`config.mk`:
```
export PLATFORM = sky130hd
export DESIGN_NAME = tcw_out_reg
export DESIGN_NICKNAME = d
export VERILOG_FILES = /design/src/rtl/core/assert_macros.svh /design/src/rtl/core/tcw_pkg.sv /design/src/rtl/core/tcw_out_reg.sv
export SDC_FILE = /design/constraint.sdc
export NUM_CORES = 1
export LEC_CHECK = 0
export BUFFER_PORTS_ARGS = -buffer_cell sky130_fd_sc_hd__buf_2
export CAP_MARGIN = 20
export CORE_UTILIZATION = 39
export DETAILED_ROUTE_END_ITERATION = 12
export HOLD_SLACK_MARGIN = 0.06
export MAX_ROUTING_LAYER = met4
export PLACE_DENSITY = 0.75
export SYNTH_ARGS = -nofsm -noshare
export SYNTH_HDL_FRONTEND = slang
export SYNTH_SLANG_ARGS = --single-unit
```
`constraint.sdc`:
```
create_clock -name clk -period 1.87 [get_ports clk]
set_clock_uncertainty 0.05 [all_clocks]
set_input_delay 0 -clock clk [delete_from_list [all_inputs] [get_ports clk]]
set_output_delay 0 -clock clk [all_outputs]
set_load 0.03 [all_outputs]
```
`src/rtl/core/assert_macros.svh`:
```
// ----------------------------------------------------------------------------
// Assertion macros
// Concurrent assertion wrappers used by the console writer sequencer.
// ----------------------------------------------------------------------------
`ifndef ASSERT_MACROS_SVH
`define ASSERT_MACROS_SVH

`ifndef SYNTHESIS

// Check that a property holds at every clock edge outside reset.
`define TCW_ASSERT(lbl, ck, rn, pr, ms) \
    lbl: assert property (@(posedge ck) disable iff (!(rn)) pr) else $error(ms);

// Check that a condition is never seen at a clock edge outside reset.
`define TCW_ASSERT_NEVER(lbl, ck, rn, cond, ms) \
    lbl: assert property (@(posedge ck) disable iff (!(rn)) !(cond)) else $error(ms);

`else

`define TCW_ASSERT(lbl, ck, rn, pr, ms)
`define TCW_ASSERT_NEVER(lbl, ck, rn, cond, ms)

`endif

`endif

```
`src/rtl/core/tcw_pkg.sv`:
```
// ----------------------------------------------------------------------------
// tcw_pkg
// Screen geometry, field widths and shared types of the text console writer.
// ----------------------------------------------------------------------------
package tcw_pkg;

    localparam int SCREEN_ROWS = 25;
    localparam int SCREEN_COLS = 80;
    localparam int CELL_COUNT  = SCREEN_ROWS * SCREEN_COLS;
    localparam int COPY_COUNT  = (SCREEN_ROWS - 1) * SCREEN_COLS;

    localparam int ADDR_W = $clog2(CELL_COUNT);
    localparam int CUR_W  = $clog2(CELL_COUNT + 1);
    localparam int COL_W  = $clog2(SCREEN_COLS);

    // Row of a cell index by reciprocal multiplication, exact over the screen.
    localparam int ROW_SHIFT  = CUR_W + COL_W;
    localparam int ROW_RECIP  = (2 ** ROW_SHIFT + SCREEN_COLS - 1) / SCREEN_COLS;
    localparam int ROW_PROD_W = CUR_W + $clog2(ROW_RECIP + 1);

    localparam int OP_W   = 2;
    localparam int CHAR_W = 8;
    localparam int ATTR_W = 8;
    localparam int POS_W  = 11;
    localparam int CELL_W = CHAR_W + ATTR_W;

    localparam logic [CHAR_W-1:0] BLANK_CHAR     = 8'd32;
    localparam logic [CHAR_W-1:0] NEWLINE_CHAR   = 8'd10;
    localparam logic [CHAR_W-1:0] BACKSPACE_CHAR = 8'd8;
    localparam logic [ATTR_W-1:0] ATTR_RESET     = 8'd2;

    // One write port and one read port of the screen store.
    typedef struct packed {
        logic              we;
        logic [ADDR_W-1:0] waddr;
        logic [CELL_W-1:0] wdata;
        logic [ADDR_W-1:0] raddr;
    } ram_req_t;

    // One result beat.
    typedef struct packed {
        logic [POS_W-1:0]  cursor;
        logic [CHAR_W-1:0] cell_character;
        logic [ATTR_W-1:0] cell_attribute;
        logic              scrolled;
    } result_t;

endpackage

```
`src/rtl/core/tcw_out_reg.sv`:
```
// ----------------------------------------------------------------------------
// tcw_out_reg
// Output register: holds one result beat until the receiver takes it.
// ----------------------------------------------------------------------------
module tcw_out_reg (
    input  logic             clk,
    input  logic             rst_n,
    input  logic             res_valid,
    input  tcw_pkg::result_t res,
    output logic             res_take,
    output logic             out_valid,
    input  logic             out_stall,
    output tcw_pkg::result_t out_data
);

    logic             valid_reg, valid_next;
    tcw_pkg::result_t data_reg;

    // Take a new beat when the slot is empty or drains this cycle.
    assign res_take   = res_valid && (!valid_reg || !out_stall);
    assign valid_next = res_take || (valid_reg && out_stall);

    always_ff @(posedge clk or negedge rst_n)
    begin
        if (!rst_n)
        begin
            valid_reg <= 1'b0;
        end
        else
        begin
            valid_reg <= valid_next;
        end
    end

    always_ff @(posedge clk)
    begin
        if (res_take)
        begin
            data_reg <= res;
        end
    end

    assign out_valid = valid_reg;
    assign out_data  = data_reg;

endmodule

```
==> key figures <==
Cells and area
  – Fill cell count: 132
  – Multi-input gate area: ~26 sq um
  – Register area: 866 sq um
  – Fin nets: 164
  – Share of cells above drive strength 1: 51.1%
  – Most frequent cells in the layout: 61 x buf_2, 32 x dlygate4sd3_1, 28 x edfxtp_1, 5 x clkbuf_4, 3 x clkbuf_1
  – Antenna diode instance count: 0
  – Most common cell after layout, fill and taps aside: buf_2
  – P&R area growth vs syn: 81.8%

Clocking
  – Root buf cell: clkbuf_4
  – Clock latency on the worst-skew pair: 0.32 ns
  – Setup bufs post-CTS: 0
  – CTS tree: yes
  – Num CTS Buffers: 5
  – Maximum clock path buffer count: 2
  – Clk slew on worst S/H paths: 0.09 ns
  – Clk sink count: 29
  – # H-tree levels: 2

Drt
  – DRC Markers: 0
  – Vias per cell: between 4 and 5
  – DRT iter0 DRCs: 3
  – Drt pass-1 iters: 3
  – Detail Route Antenna Nets: 0
  – Routed WL: 1990 microns
  – Vias: 672
  – Drt wl/cell: 12.4 microns

Global route
  – Overall routing resource usage: 19.0%
  – Largest net degree at the start of global routing: 30
  – Grt ovf: 0
  – Initial antenna violation count: 0
  – Vias in the first global route: 683
  – First-pass GRT wire length: 3040 microns

Floorplanning
  – I/O pin cnt: 62
  – Die Span X: 49.6 microns
  – Starting Density: 43.3%
  – Core box area: 2040 sq um
  – DIE AREA: 2460 sq um
  – Die H: 49.6 microns
  – Row count: 16

Timing
  – RSZ-0062 raised after global routing: false
  – Final Hold Vio Count: 0
  – Worst setup margin: 0.307 ns
  – Final min period: approximately 1.6 ns
  – Worst slew pin tran: 0.334 ns
  – Worst hold margin: between 0.2 and 0.25 ns
  – Max-slew violations: 0
  – Peak Freq: between 600 and 700 MHz
  – Final worst path period share: 83.6%
  – Final TNS setup: 0 ns
  – Relative slew slack: between 70 and 80%
  – Final Setup Violations: 0

Worst setup path
  – Setup CP Type: register to output port
  – Arr. time, crit path: 1.51 ns
  – Crit path required time: approximately 1.8 ns
  – Crit-path max FO: 29
  – Crit start category: register
  – Crit. End Element: output port

Yosys
  – Cells after synthesis: 31
  – Post-Syn Area: 885 sq um
  – Synth Net Count: 63
  – Post-synth top area share: 95.0%
  – Synth Warn #: 0
  – Sequential share of the synthesized area: 97.9%
  – Top post-synthesis cells by area: edfxtp_1 95%, dfrtp_1 2.8%, a21boi_2 1.3%
  – Avg Inst Size Synth: about 29 sq um
  – Yosys reg bits: 29
  – Synth cell types: 4
  – Yosys top cell by area: edfxtp_1

Power
  – Worst vdd ir: 787 uV
  – NetSw: 0.316 mW
  – PwrDens: 817 nW/um^2
  – Switching Fraction: approximately a quarter
  – Comb power frac: 16.2%
  – Design Power: 1.31 mW
  – Internal: between 0.9 and 1 mW
  – Leak Pwr: roughly 0.70 nW
  – Reg power frac: 58.1%
  – Clk network pwr share: between 20 and 30%

Status
  – Status: finished clean

Place
  – I/O Buffers: 61
  – Gp weighted congestion: 0.612
  – Pre-CTS worst setup slack: just under 0.6 ns

Worst hold path
  – Worst min-delay path category: input pin to register

Job
  – Maxcap violations: 0
-- area by class of cell --
| cell class | count | share of cell area (%) |
|---|---|---|
| Sequential cell | 29 | 53.9 |
| Timing Repair Buffer | 94 | 39.4 |
| Clock buffer | 8 | 3.04 |
| Multi-Input combinational cell | 2 | 1.63 |
| Tap cell | 27 | 2.10 |
-- sequential cells by signal, summed over array words and instances (netlist names) --
register   flops
out_data      28
out_valid      1
-- worst max-delay path, cell delays in order, from the launching register on --
cell and delay, ns:
dfrtp_1 0.43, a21boi_4 0.16, buf_4 0.33, buf_2 0.27
-- per-layer routing --
metal / up-vias / routed length [microns] / GRT usage (%)
met4: 0 / 56 / 10.5
li1: 326 / - / -
met1: 304 / 698 / 17.5
met2: 36 / 1100 / 32.4
met5: - / 0 / -
met3: 6 / 129 / 8.33
-- path summary, 6_finish.rpt --
path | from | endpoint | slack, ns | cells past startpoint
max in group asynchronous | rst_n | out_valid | 1.23 | 3
setup reg to reg | out_valid | out_valid | 0.55 | 2
min in group asynchronous | rst_n | out_valid | 0.44 | 3
hold reg to reg | out_valid | out_data[19] | 0.87 | 2
hold / removal | out_stall | out_data[19] | 0.23 | 3
setup / recovery | out_valid | res_take | 0.31 | 3
-- Yosys cell counts --
| cell type | n |
|---|---|
| a21boi_2 | 1 |
| a21o_1 | 1 |
| dfrtp_1 | 1 |
| edfxtp_1 | 28 |
-- kinds of logic (layout without fill, tap and decap cells) --
| group | count (synthesis) | after routing | share of synthesized area [%] |
|---|---|---|---|
| compound gates | 2 | 2 | 2.12 |
| buf+inv | 0 | 102 | 0 |
| flops | 29 | 29 | 97.9 |
-- power by group through the flow --
| stage | Combinational, mW | Clock, mW | Sequential [mW] |
|---|---|---|---|
| final | 0.213 | 0.338 | 0.764 |
| after global routing | 0.225 | 0.378 | 0.767 |
| after CTS | 0.212 | 0.344 | 0.763 |
| after detailed placement | 0.160 | 0 | 0.778 |
| after global placement | 0.158 | 0 | 0.777 |
| after floorplan | 0.0181 | 0 | 0.852 |
-- through the flow --
step	std cells	util, %	instance area (sq um)
after global routing	160	78.7	1610
final	160	78.7	1610
after floorplan	31	-	892
after global placement	120	60.7	1240
after detailed placement	120	60.7	1240
after CTS	160	78.7	1610
-- timing repair --
action | CTS | global route
hold buffers | 32 | 0
hold endpoints to repair | 30 | 0
gates resized for setup | 0 | 0
(Power assumes the default switching activity.)
