==> src/rtl/core/assert_macros.svh <==
// ----------------------------------------------------------------------------
// Assertion macros
// Concurrent assertion wrappers used by the console writer sequencer.
// ----------------------------------------------------------------------------
`ifndef ASSERT_MACROS_SVH
`define ASSERT_MACROS_SVH

`ifndef SYNTHESIS

// Check that a property holds at every clock edge outside reset.
`define TCW_ASSERT(lbl, ck, rn, pr, ms) \
    lbl: assert property (@(posedge ck) disable iff (!(rn)) pr) else $error(ms);

// Check that a condition is never seen at a clock edge outside reset.
`define TCW_ASSERT_NEVER(lbl, ck, rn, cond, ms) \
    lbl: assert property (@(posedge ck) disable iff (!(rn)) !(cond)) else $error(ms);

`else

`define TCW_ASSERT(lbl, ck, rn, pr, ms)
`define TCW_ASSERT_NEVER(lbl, ck, rn, cond, ms)

`endif

`endif

==> src/rtl/core/tcw_pkg.sv <==
// ----------------------------------------------------------------------------
// tcw_pkg
// Screen geometry, field widths and shared types of the text console writer.
// ----------------------------------------------------------------------------
package tcw_pkg;

    localparam int SCREEN_ROWS = 25;
    localparam int SCREEN_COLS = 80;
    localparam int CELL_COUNT  = SCREEN_ROWS * SCREEN_COLS;
    localparam int COPY_COUNT  = (SCREEN_ROWS - 1) * SCREEN_COLS;

    localparam int ADDR_W = $clog2(CELL_COUNT);
    localparam int CUR_W  = $clog2(CELL_COUNT + 1);
    localparam int COL_W  = $clog2(SCREEN_COLS);

    // Row of a cell index by reciprocal multiplication, exact over the screen.
    localparam int ROW_SHIFT  = CUR_W + COL_W;
    localparam int ROW_RECIP  = (2 ** ROW_SHIFT + SCREEN_COLS - 1) / SCREEN_COLS;
    localparam int ROW_PROD_W = CUR_W + $clog2(ROW_RECIP + 1);

    localparam int OP_W   = 2;
    localparam int CHAR_W = 8;
    localparam int ATTR_W = 8;
    localparam int POS_W  = 11;
    localparam int CELL_W = CHAR_W + ATTR_W;

    localparam logic [CHAR_W-1:0] BLANK_CHAR     = 8'd32;
    localparam logic [CHAR_W-1:0] NEWLINE_CHAR   = 8'd10;
    localparam logic [CHAR_W-1:0] BACKSPACE_CHAR = 8'd8;
    localparam logic [ATTR_W-1:0] ATTR_RESET     = 8'd2;

    // One write port and one read port of the screen store.
    typedef struct packed {
        logic              we;
        logic [ADDR_W-1:0] waddr;
        logic [CELL_W-1:0] wdata;
        logic [ADDR_W-1:0] raddr;
    } ram_req_t;

    // One result beat.
    typedef struct packed {
        logic [POS_W-1:0]  cursor;
        logic [CHAR_W-1:0] cell_character;
        logic [ATTR_W-1:0] cell_attribute;
        logic              scrolled;
    } result_t;

endpackage

==> src/rtl/core/tcw_seq.sv <==
// ----------------------------------------------------------------------------
// tcw_seq
// Operation sequencer: cursor update, store sweeps and result staging.
// ----------------------------------------------------------------------------
`include "assert_macros.svh"

module tcw_seq (
    input  logic                       clk,
    input  logic                       rst_n,
    input  logic                       in_valid,
    output logic                       in_stall,
    input  logic [tcw_pkg::OP_W-1:0]   operation,
    input  logic [tcw_pkg::CHAR_W-1:0] character,
    input  logic [tcw_pkg::POS_W-1:0]  position,
    input  logic [tcw_pkg::ATTR_W-1:0] attr,
    output tcw_pkg::ram_req_t          ram_req,
    input  logic [tcw_pkg::CELL_W-1:0] ram_rdata,
    output logic                       res_valid,
    output tcw_pkg::result_t           res,
    input  logic                       res_take
);

    localparam int ADDR_W = tcw_pkg::ADDR_W;
    localparam int CUR_W  = tcw_pkg::CUR_W;
    localparam int COL_W  = tcw_pkg::COL_W;
    localparam int PROD_W = tcw_pkg::ROW_PROD_W;

    typedef enum logic [1:0] {
        OP_PUT   = 2'd0,
        OP_CLEAR = 2'd1,
        OP_SET   = 2'd2,
        OP_READ  = 2'd3
    } op_t;

    typedef enum logic [2:0] {
        S_INIT,
        S_IDLE,
        S_COPY,
        S_BLANK,
        S_CLEAR,
        S_MOD,
        S_READ
    } state_t;

    state_t                     state_reg, state_next;
    logic [ADDR_W-1:0]          cnt_reg, cnt_next;
    logic [CUR_W-1:0]           cur_reg, cur_next;
    logic [COL_W-1:0]           col_reg, col_next;
    logic [CUR_W-1:0]           rem_reg, rem_next;
    logic                       cp_valid_reg, cp_valid_next;
    logic [ADDR_W-1:0]          cp_addr_reg, cp_addr_next;
    logic                       rd_ok_reg, rd_ok_next;
    logic                       pend_reg, pend_next;
    logic [tcw_pkg::CHAR_W-1:0] res_char_reg, res_char_next;
    logic [tcw_pkg::ATTR_W-1:0] res_attr_reg, res_attr_next;
    logic                       res_scr_reg, res_scr_next;

    logic                       in_accept;
    logic [tcw_pkg::CELL_W-1:0] blank_cell;
    logic                       pos_in;
    logic [CUR_W-1:0]           pos_clamp;
    logic [CUR_W-1:0]           put_cur;
    logic [COL_W-1:0]           put_col;
    logic                       put_we;
    logic [ADDR_W-1:0]          put_waddr;
    logic [tcw_pkg::CELL_W-1:0] put_wdata;
    logic                       put_wrap;
    logic [PROD_W-1:0]          mod_prod;
    logic [CUR_W-1:0]           mod_row;
    logic [COL_W-1:0]           mod_col;

    assign blank_cell = {attr, tcw_pkg::BLANK_CHAR};
    assign pos_in     = (32'(position) < tcw_pkg::CELL_COUNT);
    assign pos_clamp  = pos_in ? CUR_W'(position) : CUR_W'(tcw_pkg::CELL_COUNT - 1);

    assign in_stall  = !((state_reg == S_IDLE) && (!pend_reg || res_take));
    assign in_accept = in_valid && !in_stall;

    // Column of the new cursor: row by reciprocal multiplication, then subtract.
    assign mod_prod = PROD_W'(rem_reg) * PROD_W'(tcw_pkg::ROW_RECIP);
    assign mod_row  = CUR_W'(mod_prod >> tcw_pkg::ROW_SHIFT);
    assign mod_col  = COL_W'(rem_reg - CUR_W'(mod_row * CUR_W'(tcw_pkg::SCREEN_COLS)));

    // Cursor move and cell write of a put.
    always_comb
    begin
        put_cur   = cur_reg;
        put_col   = col_reg;
        put_we    = 1'b0;
        put_waddr = ADDR_W'(cur_reg);
        put_wdata = blank_cell;
        if (character == tcw_pkg::NEWLINE_CHAR)
        begin
            put_cur = cur_reg - CUR_W'(col_reg) + CUR_W'(tcw_pkg::SCREEN_COLS);
            put_col = '0;
        end
        else if (character == tcw_pkg::BACKSPACE_CHAR)
        begin
            if (cur_reg != '0)
            begin
                put_cur = cur_reg - 1'b1;
                put_col = (col_reg == '0) ? COL_W'(tcw_pkg::SCREEN_COLS - 1)
                                          : col_reg - 1'b1;
            end
            put_we    = 1'b1;
            put_waddr = ADDR_W'(put_cur);
        end
        else
        begin
            put_we    = 1'b1;
            put_wdata = {attr, character};
            put_cur   = cur_reg + 1'b1;
            put_col   = (col_reg == COL_W'(tcw_pkg::SCREEN_COLS - 1)) ? '0 : col_reg + 1'b1;
        end
        put_wrap = (put_cur == CUR_W'(tcw_pkg::CELL_COUNT));
    end

    always_comb
    begin
        state_next    = state_reg;
        cnt_next      = cnt_reg;
        cur_next      = cur_reg;
        col_next      = col_reg;
        rem_next      = rem_reg;
        cp_valid_next = cp_valid_reg;
        cp_addr_next  = cp_addr_reg;
        rd_ok_next    = rd_ok_reg;
        pend_next     = pend_reg && !res_take;
        res_char_next = res_char_reg;
        res_attr_next = res_attr_reg;
        res_scr_next  = res_scr_reg;
        ram_req.we    = 1'b0;
        ram_req.waddr = cnt_reg;
        ram_req.wdata = blank_cell;
        ram_req.raddr = '0;

        unique case (state_reg)
            S_INIT:
            begin
                // Zero the store after reset.
                ram_req.we    = 1'b1;
                ram_req.wdata = '0;
                if (cnt_reg == ADDR_W'(tcw_pkg::CELL_COUNT - 1))
                begin
                    state_next = S_IDLE;
                end
                else
                begin
                    cnt_next = cnt_reg + 1'b1;
                end
            end
            S_IDLE:
            begin
                if (in_accept)
                begin
                    res_char_next = '0;
                    res_attr_next = '0;
                    res_scr_next  = 1'b0;
                    unique case (op_t'(operation))
                        OP_PUT:
                        begin
                            ram_req.we    = put_we;
                            ram_req.waddr = put_waddr;
                            ram_req.wdata = put_wdata;
                            col_next      = put_col;
                            if (put_wrap)
                            begin
                                cur_next      = CUR_W'(tcw_pkg::COPY_COUNT);
                                col_next      = '0;
                                cnt_next      = '0;
                                cp_valid_next = 1'b0;
                                state_next    = S_COPY;
                            end
                            else
                            begin
                                cur_next  = put_cur;
                                pend_next = 1'b1;
                            end
                        end
                        OP_CLEAR:
                        begin
                            cnt_next   = '0;
                            state_next = S_CLEAR;
                        end
                        OP_SET:
                        begin
                            cur_next   = pos_clamp;
                            rem_next   = pos_clamp;
                            state_next = S_MOD;
                        end
                        OP_READ:
                        begin
                            ram_req.raddr = pos_in ? ADDR_W'(position) : '0;
                            rd_ok_next    = pos_in;
                            state_next    = S_READ;
                        end
                        default:
                        begin
                            state_next = S_IDLE;
                        end
                    endcase
                end
            end
            S_COPY:
            begin
                // Read one row ahead, write back the word read last cycle.
                ram_req.raddr = cnt_reg + ADDR_W'(tcw_pkg::SCREEN_COLS);
                if (cp_valid_reg)
                begin
                    ram_req.we    = 1'b1;
                    ram_req.waddr = cp_addr_reg;
                    ram_req.wdata = ram_rdata;
                end
                cp_valid_next = 1'b1;
                cp_addr_next  = cnt_reg;
                if (cnt_reg == ADDR_W'(tcw_pkg::COPY_COUNT - 1))
                begin
                    cnt_next   = ADDR_W'(tcw_pkg::COPY_COUNT);
                    state_next = S_BLANK;
                end
                else
                begin
                    cnt_next = cnt_reg + 1'b1;
                end
            end
            S_BLANK:
            begin
                if (cp_valid_reg)
                begin
                    // Drain the last copied word first.
                    ram_req.we    = 1'b1;
                    ram_req.waddr = cp_addr_reg;
                    ram_req.wdata = ram_rdata;
                    cp_valid_next = 1'b0;
                end
                else
                begin
                    ram_req.we = 1'b1;
                    if (cnt_reg == ADDR_W'(tcw_pkg::CELL_COUNT - 1))
                    begin
                        res_scr_next = 1'b1;
                        pend_next    = 1'b1;
                        state_next   = S_IDLE;
                    end
                    else
                    begin
                        cnt_next = cnt_reg + 1'b1;
                    end
                end
            end
            S_CLEAR:
            begin
                ram_req.we = 1'b1;
                if (cnt_reg == ADDR_W'(tcw_pkg::CELL_COUNT - 1))
                begin
                    cur_next   = '0;
                    col_next   = '0;
                    pend_next  = 1'b1;
                    state_next = S_IDLE;
                end
                else
                begin
                    cnt_next = cnt_reg + 1'b1;
                end
            end
            S_MOD:
            begin
                // Load the column of the new cursor.
                col_next   = mod_col;
                pend_next  = 1'b1;
                state_next = S_IDLE;
            end
            S_READ:
            begin
                res_char_next = rd_ok_reg ? ram_rdata[tcw_pkg::CHAR_W-1:0] : '0;
                res_attr_next = rd_ok_reg ? ram_rdata[tcw_pkg::CELL_W-1:tcw_pkg::CHAR_W] : '0;
                pend_next     = 1'b1;
                state_next    = S_IDLE;
            end
            default:
            begin
                state_next = S_IDLE;
            end
        endcase
    end

    always_ff @(posedge clk or negedge rst_n)
    begin
        if (!rst_n)
        begin
            state_reg    <= S_INIT;
            cnt_reg      <= '0;
            cur_reg      <= '0;
            col_reg      <= '0;
            rem_reg      <= '0;
            cp_valid_reg <= 1'b0;
            cp_addr_reg  <= '0;
            rd_ok_reg    <= 1'b0;
            pend_reg     <= 1'b0;
            res_char_reg <= '0;
            res_attr_reg <= '0;
            res_scr_reg  <= 1'b0;
        end
        else
        begin
            state_reg    <= state_next;
            cnt_reg      <= cnt_next;
            cur_reg      <= cur_next;
            col_reg      <= col_next;
            rem_reg      <= rem_next;
            cp_valid_reg <= cp_valid_next;
            cp_addr_reg  <= cp_addr_next;
            rd_ok_reg    <= rd_ok_next;
            pend_reg     <= pend_next;
            res_char_reg <= res_char_next;
            res_attr_reg <= res_attr_next;
            res_scr_reg  <= res_scr_next;
        end
    end

    assign res_valid          = pend_reg;
    assign res.cursor         = tcw_pkg::POS_W'(cur_reg);
    assign res.cell_character = res_char_reg;
    assign res.cell_attribute = res_attr_reg;
    assign res.scrolled       = res_scr_reg;

    `TCW_ASSERT(a_cur_range, clk, rst_n, (state_reg == S_IDLE) |-> (32'(cur_reg) < tcw_pkg::CELL_COUNT), "cursor outside the screen while idle")
    `TCW_ASSERT_NEVER(a_col_range, clk, rst_n, 32'(col_reg) >= tcw_pkg::SCREEN_COLS, "column beyond the row")
    `TCW_ASSERT(a_res_hold, clk, rst_n, (pend_reg && !res_take) |=> (pend_reg && $stable(cur_reg) && $stable(res_scr_reg)), "staged result lost or changed")
    `TCW_ASSERT(a_wr_range, clk, rst_n, ram_req.we |-> (32'(ram_req.waddr) < tcw_pkg::CELL_COUNT), "store write outside the screen")
    `TCW_ASSERT(a_scroll_cursor, clk, rst_n, (pend_reg && res_scr_reg) |-> (cur_reg == CUR_W'(tcw_pkg::COPY_COUNT)), "scroll did not leave cursor at last row start")

endmodule

==> config.mk <==
export PLATFORM = sky130hd
export DESIGN_NAME = tcw_seq
export DESIGN_NICKNAME = d
export VERILOG_FILES = /design/src/rtl/core/tcw_pkg.sv /design/src/rtl/core/tcw_seq.sv
export VERILOG_INCLUDE_DIRS = /design/src /design/src/rtl/core
export SDC_FILE = /design/constraint.sdc
export NUM_CORES = 1
export LEC_CHECK = 0
export BUFFER_PORTS_ARGS = -buffer_cell sky130_fd_sc_hd__buf_2
export CELL_PAD_IN_SITES_DETAIL_PLACEMENT = 2
export CELL_PAD_IN_SITES_GLOBAL_PLACEMENT = 2
export CORE_ASPECT_RATIO = 0.6
export CORE_MARGIN = 2
export CORE_UTILIZATION = 36
export CTS_BUF_LIST = sky130_fd_sc_hd__clkbuf_8
export CTS_CLUSTER_SIZE = 28
export DETAILED_ROUTE_END_ITERATION = 6
export HOLD_SLACK_MARGIN = 0.15
export PLACE_DENSITY_LB_ADDON = 0.08
export RECOVER_POWER = 25
export SYNTH_ARGS = -nofsm -noshare
export SYNTH_HDL_FRONTEND = slang
export SYNTH_SLANG_ARGS = --single-unit
==> constraint.sdc <==
create_clock -name clk -period 6 [get_ports clk]
set_clock_uncertainty 0.05 [all_clocks]
set_input_delay 0.3 -clock clk [delete_from_list [all_inputs] [get_ports clk]]
set_output_delay 0.3 -clock clk [all_outputs]
set_load 0.01 [all_outputs]
==> impl_metrics.env <==
export IMPL_status="finished with violations"
export IMPL_violations="max-capacitance violations, max-slew violations"
export IMPL_dp_hpwl_um=26500
export IMPL_ys_warn_count=0
export IMPL_synth_top_area_cell="dfrtp_1"
export IMPL_wl_met1_um=18600
export IMPL_h_tree_depth=3
export IMPL_grt_overflow=0
export IMPL_clk_path_buf_depth=2
export IMPL_wl_met2_um=12900
export IMPL_die_y_um=120
export IMPL_cts_buffers=9
export IMPL_ys_types=77
export IMPL_clock_latency_ps=390
export IMPL_num_rows=42
export IMPL_max_slew_margin_rel=-2.05
export IMPL_synthFlopType="dfrtp_1"
export IMPL_ir_drop_v=0.000516
export IMPL_drive_gt1_frac=0.158
export IMPL_post_drt_wl_per_cell_um=24.9
export IMPL_critPathLaunchType="flip-flop"
export IMPL_place_gp_congestion=0.852
export IMPL_ys_seq_area_frac=0.231
export IMPL_ant_nets=0
export IMPL_fin_util=0.421
export IMPL_grt_usage=0.292
export IMPL_crit_fanout=4
export IMPL_synth_top_area_share=0.231
export IMPL_avgViaCountPerCell=5.95
export IMPL_n_antenna_cell=0
export IMPL_syn_num_nets=1127
export IMPL_power_density_nw_per_um2=648
export IMPL_synth_area_leaders="dfrtp_1 (23%), ha_1 (15%), fa_1 (7.7%)"
export IMPL_hold_path_class="in2reg"
export IMPL_ys_seq_elements=74
export IMPL_area_growth_pct=15.4
export IMPL_dieArea_sq_um=23500
export IMPL_layout_commonest_cell="inv_1"
export IMPL_finalHoldViolations=0
export IMPL_p_leak_uw=0.00449
export IMPL_wl_um=33700
export IMPL_drt_pass1_iter_count=5
export IMPL_report_final_setup_viol=0
export IMPL_drc=0
export IMPL_async_flop_share=1.00
export IMPL_grt_pass1_wl_um=52000
export IMPL_num_io_pins=118
export IMPL_coreArea_sq_um=22000
export IMPL_required_ps=6220
export IMPL_synth_edf_count=0
export IMPL_grt_max_degree=75
export IMPL_crit_type="reg2reg"
export IMPL_max_freq_mhz=176
export IMPL_grt_pass1_vias=8278
export IMPL_cap_violations=1
export IMPL_wl_met3_um=1980
export IMPL_nNetsFinal=1240
export IMPL_crit_arrival_ps=5910
export IMPL_worst_pin_slew_ps=4570
export IMPL_syn_area_sq_um=8020
export IMPL_end_kind="flip-flop"
export IMPL_cts_clk_slew_worst_paths_ps=90
export IMPL_drt_iter0_markers=625
export IMPL_final_cell_mix="inv_1 (111), buf_2 (98), ha_1 (95), nand2_1 (84), dfrtp_1 (73)"
export IMPL_period_share=0.949
export IMPL_postSynthCellCount=951
export IMPL_initial_core_util=0.365
export IMPL_period_minus_slack_ps=5700
export IMPL_top_layer_used="met4"
export IMPL_die_w_um=197
export IMPL_io_buffers=117
export IMPL_cts_root_buf="clkbuf_8"
export IMPL_fin_hold_ws_ps=166
export IMPL_cts_tree="yes"
export IMPL_slew_viol_final=75
export IMPL_vias=8063
export IMPL_antenna_found_initial=0
export IMPL_cts_sinks=74
export IMPL_syn_avg_cell_area_sq_um=8.43
-- critical path, stage by stage, from the launching register on --
cell      delay (ps)
dfrtp_2          400
inv_1             50
ha_1             330
fa_1             540
inv_1             60
fa_1             500
fa_1             560
inv_1             60
fa_1             530
inv_1             50
ha_1             290
nor2b_1          140
o21ai_1          140
nand3_1          120
o22a_2           260
xor2_1           170
ha_1             210
fa_1             390
xor2_1           190
xnor2_1          160
xnor2_1          150
xnor2_1          140
o211ai_1         100
-- per-stage QoR --
stage | std cells | power, uW | setup slack (ps) | TNS, ps | instance area (sq um)
after floorplan | 951 | 3920 | 635 | 0 | 8020
after global placement | 1321 | 5230 | 339 | 0 | 8870
after detailed placement | 1321 | 5460 | 89.0 | 0 | 8870
after CTS | 1354 | 5970 | 84.8 | 0 | 9260
after global routing | 1355 | 6650 | -4.08 | -4.08 | 9250
final | 1355 | 6000 | 303 | 0 | 9250
-- final cells by class --
class                      instances  area, sq um
clock buffer                      10          138
tap                              286          358
clock inverter                     6         73.8
multi-input combinational        720         5580
timing repair buffer             148          837
fill                            2526        12700
inverter                         111          417
sequential                        74         1850
-- cells by family after synthesis --
group / Yosys count / share of synthesized area
fa+ha+maj: 127 / 0.227
xor+xnor: 29 / 0.0317
compound gates: 275 / 0.238
mux: 19 / 0.0264
simple gates: 270 / 0.169
buf+inv: 157 / 0.0769
flops: 74 / 0.231
-- routing by layer --
metal  vias to the layer above  GRT usage
met5                         -          0
met4                         0     0.0338
met3                        20     0.0486
met2                       231      0.385
met1                      4175      0.492
li1                       3637          -
-- power breakdown --
group | total [uW] | switching (uW) | internal (uW)
logic | 4640 | 2780 | 1860
registers | 911 | 284 | 628
clock network | 446 | 237 | 209
-- cell usage after synthesis, types with 6 or more instances --
cell type / instances
a211oi_1: 11
clkbuf_1: 36
a22o_1: 46
ha_1: 96
and3_1: 13
fa_1: 31
nor3_1: 18
a31oi_1: 9
xor2_1: 7
o21ai_0: 65
nand3_1: 31
or3_1: 6
a21o_1: 11
nor2_1: 56
dfrtp_1: 74
a21oi_1: 48
inv_1: 111
nand2_1: 84
xnor2_1: 22
nand2b_1: 11
nor4_1: 10
a22oi_1: 10
nand4_1: 8
nor2b_1: 9
o22ai_1: 11
mux2_2: 17
-- repair_timing --
| item | in CTS | in global routing |
|---|---|---|
| buffers inserted | 0 | 1 |
| setup endpoints to repair | 0 | 1 |
| hold endpoints to repair | 90 | 0 |
| hold buffers | 17 | 0 |
| gates resized for setup | 0 | 4 |
-- path summary, 6_finish.rpt --
kind                                              from                           to  slack (ps)  cells past startpoint
setup / recovery                rem_reg[9]$_DFFE_PN0P_       col_reg[6]$_DFFE_PN0P_         300                     22
hold / removal                             position[8]       rem_reg[8]$_DFFE_PN0P_         170                      2
setup reg to reg                rem_reg[9]$_DFFE_PN0P_       col_reg[6]$_DFFE_PN0P_         300                     22
hold reg to reg            res_attr_reg[5]$_DFFE_PN0P_  res_attr_reg[5]$_DFFE_PN0P_         460                      1
max in group asynchronous                        rst_n       rem_reg[9]$_DFFE_PN0P_         970                      2
min in group asynchronous                        rst_n       col_reg[2]$_DFFE_PN0P_        2040                      2
Power figures use the tool's default switching activity.
